## config.mk

```make
export PLATFORM = sky130hd
export DESIGN_NAME = newline_continuation_filter
export DESIGN_NICKNAME = d
export VERILOG_FILES = /design/src/rtl/nlcf_pkg.sv /design/src/rtl/newline_continuation_filter.sv /design/src/rtl/nlcf_ram.sv
export SDC_FILE = /design/constraint.sdc
export NUM_CORES = 1
export LEC_CHECK = 0
export BUFFER_PORTS_ARGS = -buffer_cell sky130_fd_sc_hd__clkbuf_2
export CORE_MARGIN = 8
export CORE_UTILIZATION = 25
export DETAILED_ROUTE_END_ITERATION = 10
export PLACE_DENSITY = 0.37
export SLEW_MARGIN = 20
export SYNTH_ARGS = -nofsm -noshare
export SYNTH_HDL_FRONTEND = slang
export SYNTH_HIERARCHICAL = 1
export SYNTH_SLANG_ARGS = --single-unit
```

## constraint.sdc

```tcl
create_clock -name i_clk -period 6.3 [get_ports i_clk]
set_input_delay 0.63 -clock i_clk [delete_from_list [all_inputs] [get_ports i_clk]]
set_output_delay 0.63 -clock i_clk [all_outputs]
set_load 0.01 [all_outputs]
```

## src/rtl/nlcf_pkg.sv

```systemverilog
package nlcf_pkg;

    localparam int TAG_BITS = 32;

    localparam logic [3:0] CLS_OTHER   = 4'd0;
    localparam logic [3:0] CLS_NEWLINE = 4'd1;
    localparam logic [3:0] CLS_COMMA   = 4'd2;
    localparam logic [3:0] CLS_LPAREN  = 4'd3;
    localparam logic [3:0] CLS_RPAREN  = 4'd4;
    localparam logic [3:0] CLS_LBRACK  = 4'd5;
    localparam logic [3:0] CLS_RBRACK  = 4'd6;
    localparam logic [3:0] CLS_RBRACE  = 4'd7;
    localparam logic [3:0] CLS_ELSE    = 4'd8;
    localparam logic [3:0] CLS_CHAIN   = 4'd9;
    localparam logic [3:0] CLS_RANGE   = 4'd10;
    localparam logic [3:0] CLS_UNARY   = 4'd11;

    typedef struct packed {
        logic [3:0]          token_class;
        logic                is_operator;
        logic                begins_operand;
        logic                adjacent_to_previous;
        logic [TAG_BITS-1:0] token_tag;
        logic                end_of_stream;
    } t_in;

    typedef struct packed {
        logic [TAG_BITS-1:0] out_tag;
        logic [3:0]          out_class;
        logic                pending_overflow;
        logic                last_of_run;
    } t_out;

    typedef enum logic {
        ST_RUN,
        ST_DRAIN
    } t_state;

endpackage

```

## src/rtl/newline_continuation_filter.sv

```systemverilog
// Newline continuation filter.
// Input channel: one classified token per beat (i_in_valid / o_in_stall).
// Output channel: emitted tokens (o_out_valid / i_out_stall), one per beat.
// Newline tokens are written into a pending RAM and produce no beat until a
// non-newline token or end of stream decides the run. A dropped run, or no
// run, lets the token through: it is on the output register in the cycle
// after acceptance; tokens stream at one per cycle while not stalled.
// A kept run of N newlines is read out of the pending RAM one entry per
// cycle unless the receiver stalls; the input stalls during the drain: the
// first RAM read, the N newline beats, then the token (or the return
// to idle after an end of stream). Drain speed is set by the single RAM read port.
// End of stream flushes a kept run (last_of_run on its final newline) and
// clears depths, previous-token state and the pending count.
// When the receiver stalls, the output register holds its beat; newline
// tokens are still taken into the RAM, other tokens wait.
// Reset (i_rst_n low, synchronous) empties the run and the output register.
module newline_continuation_filter #(
    parameter int PENDING_DEPTH = 8,
    parameter int LEVEL_BITS    = 8
) (
    input  logic          i_clk,
    input  logic          i_rst_n,
    input  logic          i_in_valid,
    output logic          o_in_stall,
    input  nlcf_pkg::t_in i_in_data,
    output logic          o_out_valid,
    input  logic          i_out_stall,
    output nlcf_pkg::t_out o_out_data
);

    localparam int AW = PENDING_DEPTH > 1 ? $clog2(PENDING_DEPTH) : 1;
    localparam int CW = $clog2(PENDING_DEPTH + 1);
    localparam logic [CW-1:0] CNT_FULL = CW'(PENDING_DEPTH);
    localparam logic signed [LEVEL_BITS-1:0] LVL_MAX = {1'b0, {(LEVEL_BITS-1){1'b1}}};
    localparam logic signed [LEVEL_BITS-1:0] LVL_MIN = {1'b1, {(LEVEL_BITS-1){1'b0}}};

    nlcf_pkg::t_state r_state, n_state;
    logic signed [LEVEL_BITS-1:0] r_paren, n_paren, r_brack, n_brack;
    logic                r_have_prev, n_have_prev;
    logic [3:0]          r_prev_cls, n_prev_cls;
    logic                r_prev_op, n_prev_op;
    logic                r_prev_dc, n_prev_dc;
    logic [CW-1:0]       r_pend_cnt, n_pend_cnt;
    logic                r_ovf, n_ovf;
    logic [CW-1:0]       r_drn_cnt, n_drn_cnt;
    logic [CW-1:0]       r_rd_idx, n_rd_idx;
    logic                r_rd_vld, n_rd_vld;
    logic                r_rd_last, n_rd_last;
    logic                r_hold_tok, n_hold_tok;
    nlcf_pkg::t_out      r_hold, n_hold;
    nlcf_pkg::t_out      r_out, n_out;
    logic                r_out_vld, n_out_vld;

    logic                          out_load;
    logic                          in_acc;
    logic                          nl_tok;
    logic                          has_next;
    logic                          cont;
    logic                          reads_rem;
    logic                          wr_en;
    logic                          rd_en;
    logic [nlcf_pkg::TAG_BITS-1:0] rd_data;

    nlcf_ram #(
        .WIDTH (nlcf_pkg::TAG_BITS),
        .DEPTH (PENDING_DEPTH)
    ) u_pend_ram (
        .i_clk     (i_clk),
        .i_wr_en   (wr_en),
        .i_wr_addr (r_pend_cnt[AW-1:0]),
        .i_wr_data (i_in_data.token_tag),
        .i_rd_en   (rd_en),
        .i_rd_addr (r_rd_idx[AW-1:0]),
        .o_rd_data (rd_data)
    );

    assign out_load  = !r_out_vld || !i_out_stall;
    assign nl_tok    = (i_in_data.token_class == nlcf_pkg::CLS_NEWLINE) &&
                       !i_in_data.end_of_stream;
    assign o_in_stall = (r_state != nlcf_pkg::ST_RUN) || (!out_load && !nl_tok);
    assign in_acc    = i_in_valid && !o_in_stall;
    assign has_next  = !i_in_data.end_of_stream;
    assign reads_rem = r_rd_idx != r_drn_cnt;

    always_comb begin
        cont = (r_paren > 0) || (r_brack > 0) ||
               (has_next && i_in_data.token_class == nlcf_pkg::CLS_CHAIN);
        if (r_have_prev) begin
            if (r_prev_cls == nlcf_pkg::CLS_COMMA) cont = 1'b1;
            if (r_prev_op && r_prev_cls == nlcf_pkg::CLS_RANGE &&
                has_next && i_in_data.begins_operand) cont = 1'b1;
            if (r_prev_op && r_prev_cls != nlcf_pkg::CLS_RANGE &&
                r_prev_cls != nlcf_pkg::CLS_UNARY) cont = 1'b1;
            if (r_prev_dc && has_next && i_in_data.begins_operand) cont = 1'b1;
            if (r_prev_cls == nlcf_pkg::CLS_RBRACE && has_next &&
                i_in_data.token_class == nlcf_pkg::CLS_ELSE) cont = 1'b1;
        end
    end

    always_comb begin
        n_state     = r_state;
        n_paren     = r_paren;
        n_brack     = r_brack;
        n_have_prev = r_have_prev;
        n_prev_cls  = r_prev_cls;
        n_prev_op   = r_prev_op;
        n_prev_dc   = r_prev_dc;
        n_pend_cnt  = r_pend_cnt;
        n_ovf       = r_ovf;
        n_drn_cnt   = r_drn_cnt;
        n_rd_idx    = r_rd_idx;
        n_rd_vld    = r_rd_vld;
        n_rd_last   = r_rd_last;
        n_hold_tok  = r_hold_tok;
        n_hold      = r_hold;
        n_out       = r_out;
        n_out_vld   = r_out_vld && i_out_stall;
        wr_en       = 1'b0;
        rd_en       = 1'b0;

        unique case (r_state)
            nlcf_pkg::ST_DRAIN: begin
                if (out_load && r_rd_vld) begin
                    n_out.out_tag          = rd_data;
                    n_out.out_class        = nlcf_pkg::CLS_NEWLINE;
                    n_out.pending_overflow = r_hold.pending_overflow;
                    n_out.last_of_run      = r_rd_last && !r_hold_tok;
                    n_out_vld              = 1'b1;
                end else if (out_load && !reads_rem && r_hold_tok) begin
                    n_out     = r_hold;
                    n_out_vld = 1'b1;
                    n_state   = nlcf_pkg::ST_RUN;
                end
                if (!reads_rem && !r_rd_vld && !r_hold_tok) begin
                    n_state = nlcf_pkg::ST_RUN;
                end
                rd_en = reads_rem && (!r_rd_vld || out_load);
                if (rd_en) begin
                    n_rd_idx  = r_rd_idx + CW'(1);
                    n_rd_vld  = 1'b1;
                    n_rd_last = (r_rd_idx + CW'(1)) == r_drn_cnt;
                end else if (out_load) begin
                    n_rd_vld = 1'b0;
                end
            end
            nlcf_pkg::ST_RUN: begin
                if (in_acc) begin
                    if (i_in_data.end_of_stream) begin
                        if (r_pend_cnt != '0 && !cont) begin
                            n_state    = nlcf_pkg::ST_DRAIN;
                            n_hold_tok = 1'b0;
                            n_hold.pending_overflow = r_ovf;
                            n_drn_cnt  = r_pend_cnt;
                            n_rd_idx   = '0;
                        end
                        n_paren     = '0;
                        n_brack     = '0;
                        n_have_prev = 1'b0;
                        n_prev_cls  = nlcf_pkg::CLS_OTHER;
                        n_prev_op   = 1'b0;
                        n_prev_dc   = 1'b0;
                        n_pend_cnt  = '0;
                        n_ovf       = 1'b0;
                    end else if (nl_tok) begin
                        if (r_pend_cnt != CNT_FULL) begin
                            wr_en      = 1'b1;
                            n_pend_cnt = r_pend_cnt + CW'(1);
                        end else begin
                            n_ovf = 1'b1;
                        end
                    end else begin
                        n_hold.out_tag          = i_in_data.token_tag;
                        n_hold.out_class        = i_in_data.token_class;
                        n_hold.pending_overflow = r_ovf;
                        n_hold.last_of_run      = 1'b1;
                        if (r_pend_cnt != '0 && !cont) begin
                            n_state    = nlcf_pkg::ST_DRAIN;
                            n_hold_tok = 1'b1;
                            n_drn_cnt  = r_pend_cnt;
                            n_rd_idx   = '0;
                        end else begin
                            n_out.out_tag          = i_in_data.token_tag;
                            n_out.out_class        = i_in_data.token_class;
                            n_out.pending_overflow = r_ovf;
                            n_out.last_of_run      = 1'b1;
                            n_out_vld              = 1'b1;
                        end
                        n_pend_cnt = '0;
                        n_ovf      = 1'b0;
                        if (i_in_data.token_class == nlcf_pkg::CLS_LPAREN &&
                            r_paren != LVL_MAX) begin
                            n_paren = r_paren + LEVEL_BITS'(1);
                        end
                        if (i_in_data.token_class == nlcf_pkg::CLS_RPAREN &&
                            r_paren != LVL_MIN) begin
                            n_paren = r_paren - LEVEL_BITS'(1);
                        end
                        if (i_in_data.token_class == nlcf_pkg::CLS_LBRACK &&
                            r_brack != LVL_MAX) begin
                            n_brack = r_brack + LEVEL_BITS'(1);
                        end
                        if (i_in_data.token_class == nlcf_pkg::CLS_RBRACK &&
                            r_brack != LVL_MIN) begin
                            n_brack = r_brack - LEVEL_BITS'(1);
                        end
                        n_prev_dc = (i_in_data.token_class == nlcf_pkg::CLS_RBRACK) &&
                                    r_have_prev &&
                                    (r_prev_cls == nlcf_pkg::CLS_RBRACK) &&
                                    i_in_data.adjacent_to_previous;
                        n_have_prev = 1'b1;
                        n_prev_cls  = i_in_data.token_class;
                        n_prev_op   = i_in_data.is_operator;
                    end
                end
            end
            default: begin
                n_state = nlcf_pkg::ST_RUN;
            end
        endcase
    end

    always_ff @(posedge i_clk) begin
        if (!i_rst_n) begin
            r_state     <= nlcf_pkg::ST_RUN;
            r_paren     <= '0;
            r_brack     <= '0;
            r_have_prev <= 1'b0;
            r_prev_cls  <= nlcf_pkg::CLS_OTHER;
            r_prev_op   <= 1'b0;
            r_prev_dc   <= 1'b0;
            r_pend_cnt  <= '0;
            r_ovf       <= 1'b0;
            r_drn_cnt   <= '0;
            r_rd_idx    <= '0;
            r_rd_vld    <= 1'b0;
            r_rd_last   <= 1'b0;
            r_hold_tok  <= 1'b0;
            r_out_vld   <= 1'b0;
        end else begin
            r_state     <= n_state;
            r_paren     <= n_paren;
            r_brack     <= n_brack;
            r_have_prev <= n_have_prev;
            r_prev_cls  <= n_prev_cls;
            r_prev_op   <= n_prev_op;
            r_prev_dc   <= n_prev_dc;
            r_pend_cnt  <= n_pend_cnt;
            r_ovf       <= n_ovf;
            r_drn_cnt   <= n_drn_cnt;
            r_rd_idx    <= n_rd_idx;
            r_rd_vld    <= n_rd_vld;
            r_rd_last   <= n_rd_last;
            r_hold_tok  <= n_hold_tok;
            r_out_vld   <= n_out_vld;
        end
    end

    always_ff @(posedge i_clk) begin
        r_hold <= n_hold;
        r_out  <= n_out;
    end

    assign o_out_valid = r_out_vld;
    assign o_out_data  = r_out;

endmodule

```

## src/rtl/nlcf_ram.sv

```systemverilog
module nlcf_ram #(
    parameter int WIDTH = 32,
    parameter int DEPTH = 8
) (
    input  logic                                 i_clk,
    input  logic                                 i_wr_en,
    input  logic [(DEPTH > 1 ? $clog2(DEPTH) : 1)-1:0] i_wr_addr,
    input  logic [WIDTH-1:0]                     i_wr_data,
    input  logic                                 i_rd_en,
    input  logic [(DEPTH > 1 ? $clog2(DEPTH) : 1)-1:0] i_rd_addr,
    output logic [WIDTH-1:0]                     o_rd_data
);

    logic [WIDTH-1:0] r_mem [DEPTH];
    logic [WIDTH-1:0] r_rd_data;

    always_ff @(posedge i_clk) begin
        if (i_wr_en) begin
            r_mem[i_wr_addr] <= i_wr_data;
        end
        if (i_rd_en) begin
            r_rd_data <= r_mem[i_rd_addr];
        end
    end

    assign o_rd_data = r_rd_data;

endmodule
```

==> flow_summary.json <==
{
  "setup_viol": 0,
  "ys_seq_area_frac": 0.7171,
  "crit_arrival_ns": 3.72,
  "vdd_drop_max_uv": 179.9,
  "yosysWarnings": 6,
  "initial_core_util": 0.2531,
  "hold_viol": 0,
  "min_from": "i_in_data[35]",
  "dieHeight_um": 271.7,
  "antenna_left": 0,
  "synth_edf_count": 363,
  "drv_slew": 0,
  "worstSetupStartpointType": "register",
  "period_minus_slack_ns": 3.477,
  "wl_per_cell_um": 19.82,
  "hold_path.class": "in2reg",
  "skew_ns": 0.01754,
  "rsz0062_at_grt": "no",
  "timing.rr.start": "r_state",
  "synth_area_leaders": "edfxtp_1 (67%), mux4_1 (6.4%), dfxtp_1 (5.0%), mux4_2 (3.3%), mux2i_1 (2.6%)",
  "yosysTopAreaCell": "edfxtp_1",
  "core_mm2": 0.06458,
  "max_cap_violations": 0,
  "gr-total-overflow": 0,
  "max_freq_ghz": 0.2876,
  "viasPerCell": 4.300,
  "hold_ws_ns": 0.2786,
  "post_cts.repair.setup_buffers": 0,
  "drtIter0Drc": 350,
  "gp_congestion": 0.7274,
  "hpwl_um": 21990,
  "ys_seq_elements": 404,
  "grt_pass1_wl_um": 57750,
  "die-width_um": 271.7,
  "grt_max_degree": 77,
  "crit_path_max_incr_delay_ns": 0.66,
  "numCtsBuffers": 47,
  "cts_resized": 0,
  "worstSetupEndpointType": "register",
  "synth_top_area_frac": 0.6669,
  "route.vias.total": 8238,
  "power_density_mw_per_mm2": 294.2,
  "htreeDepth": 2,
  "area_growth_pct": 18.10,
  "finalCritPeriodShare": 0.5519,
  "grtUsageTotal": 0.1018,
  "clk_path_buf_depth": 3,
  "dieArea_mm2": 0.07382,
  "portBuffers": 83,
  "worstPathCellList": "inv_1, nand2_1, nor3_1, nand2b_1, nor2_4, buf_4",
  "fin_nets": 1083,
  "std_cell_rows": 93,
  "avgSynthCellArea_um2": 17.92,
  "antenna_found_initial": 1,
  "fin_setup_tns_ns": 0,
  "grt_pass1_vias": 8739,
  "clk_latency_ns": 0.58,
  "drc": 0,
  "async_reset_ff_frac": 0,
  "path_class": "reg2reg",
  "clkSinkCount": 404,
  "root_buffer": "clkbuf_16",
  "netlist_instances": 912,
  "synth_commonest_cells": "edfxtp_1 (363), nor2_1 (52), a21oi_1 (50)",
  "drive_gt1_frac": 0.2274,
  "detail_route.wirelength_um": 37980,
  "firstDrtPassIters": 4,
  "ctsHoldBuffers": 0,
  "status": "finished, final reports clean",
  "critPathMaxFanout": 76,
  "boundaryPins": 84,
  "power_leakage_nw": 6.199,
  "cts.clk_slew.worst_paths_ns": 0.06,
  "syn_area_mm2": 0.01634,
  "yosysMostFrequentCell": "edfxtp_1",
  "syn-num-nets": 973,
  "ys.flop_type": "edfxtp_1",
  "relSlewSlack": 0.2876,
  "tritoncts": "built",
  "required_ns": 6.55,
  "critPathLaunch": "r_state",
  "n_fill_cell": 6361,
  "critPathSlowestCell": "nor2_4",
  "ys_types": 65,
  "worst_slew_pin_slew_ns": 1.069
}
layout by cell type, fill, tap and decap left out, drive strengths merged, types with 19 or more instances in the layout:
| cell type | synthesis | layout |
|---|---|---|
| dfxtp | 41 | 41 |
| mux2 | 33 | 33 |
| a21oi | 50 | 50 |
| mux4 | 64 | 64 |
| nand2 | 43 | 43 |
| buf | 25 | 19 |
| mux2i | 42 | 42 |
| clkinv | 0 | 24 |
| nor2 | 52 | 52 |
| clkbuf | 16 | 142 |
| edfxtp | 363 | 363 |
metrics by stage:
stage,util,setup WS [ns],std cells,cell area [um^2],total power [W]
4_1_cts,0.2988,2.644,1915,19300,0.005801
3_5_place_dp,0.2763,2.526,1828,17840,0.003166
5_1_grt,0.2988,2.500,1915,19300,0.005908
6_report,0.2989,2.823,1916,19300,0.005679
2_1_floorplan,-,1.268,912,16340,0.003080
3_3_place_gp,0.2763,2.601,1828,17840,0.003165
worst paths after layout:
check | endpoint | slack (ns) | depth (start not counted)
max reg2reg | u_pend_ram/r_mem[1][26] | 2.82 | 6
max | u_pend_ram/r_mem[1][26] | 2.82 | 6
min | r_prev_op | 0.28 | 2
min reg2reg | r_prev_dc | 0.46 | 2
report_power, final:
| part | leakage (nW) | total, W | switching, W | internal [W] |
|---|---|---|---|---|
| logic | 1.87 | 0.000147 | 0.000103 | 0.0000440 |
| registers | 3.62 | 0.00296 | 0.0000108 | 0.00295 |
| clock network | 0.707 | 0.00258 | 0.00109 | 0.00148 |
cell families after synthesis:
family,Yosys count,synth area share
compound gates,106,0.04172
xor+xnor,19,0.01018
fa+ha+maj,17,0.01393
buf+inv,51,0.01631
flops,404,0.7171
mux,139,0.1458
simple gates,176,0.05489
worst max-delay path: cells and delay by family, from the launching register on:
kind          cells  cell delay (ns)
flops             1             0.62
buf+inv           2             0.74
simple gates      4             1.76
cell type report:
| type | count | area [um^2] | share of cell area |
|---|---|---|---|
| clock buffers | 59 | 1242 | 0.06437 |
| multi-input cells | 457 | 4444 | 0.2302 |
| inverters | 10 | 37.54 | 0.001945 |
| flip-flops and latches | 404 | 11730 | 0.6078 |
| clock inverters | 28 | 216.5 | 0.01121 |
| repair buffers | 102 | 558.0 | 0.02891 |
| diodes | 1 | 2.502 | 0.0001296 |
| well taps | 855 | 1070 | 0.05542 |
metal layers:
| metal | global-route usage | vias up | routed length (um) |
|---|---|---|---|
| li1 | - | 3888 | - |
| met1 | 0.1330 | 4178 | 17400 |
| met2 | 0.1696 | 113 | 18420 |
| met3 | 0.01855 | 59 | 1270 |
| met4 | 0.03391 | 0 | 887 |
| met5 | 0 | - | 0 |
sequential cells by signal, indices dropped and copies added (netlist names):
register and count:
r_prev_dc 1, r_rd_vld 1, r_drn_cnt 4, r_prev_cls 4
r_hold_tok 1, r_ovf 1, r_paren 8, r_rd_idx 4
r_pend_cnt 4, u_pend_ram/o_rd_data 32, r_prev_op 1, r_hold 37
r_state 1, u_pend_ram/r_mem 256, o_out_data 38, r_have_prev 1
o_out_valid 1, r_rd_last 1, r_brack 8
Note: power is estimated with default switching activity, not from simulation.
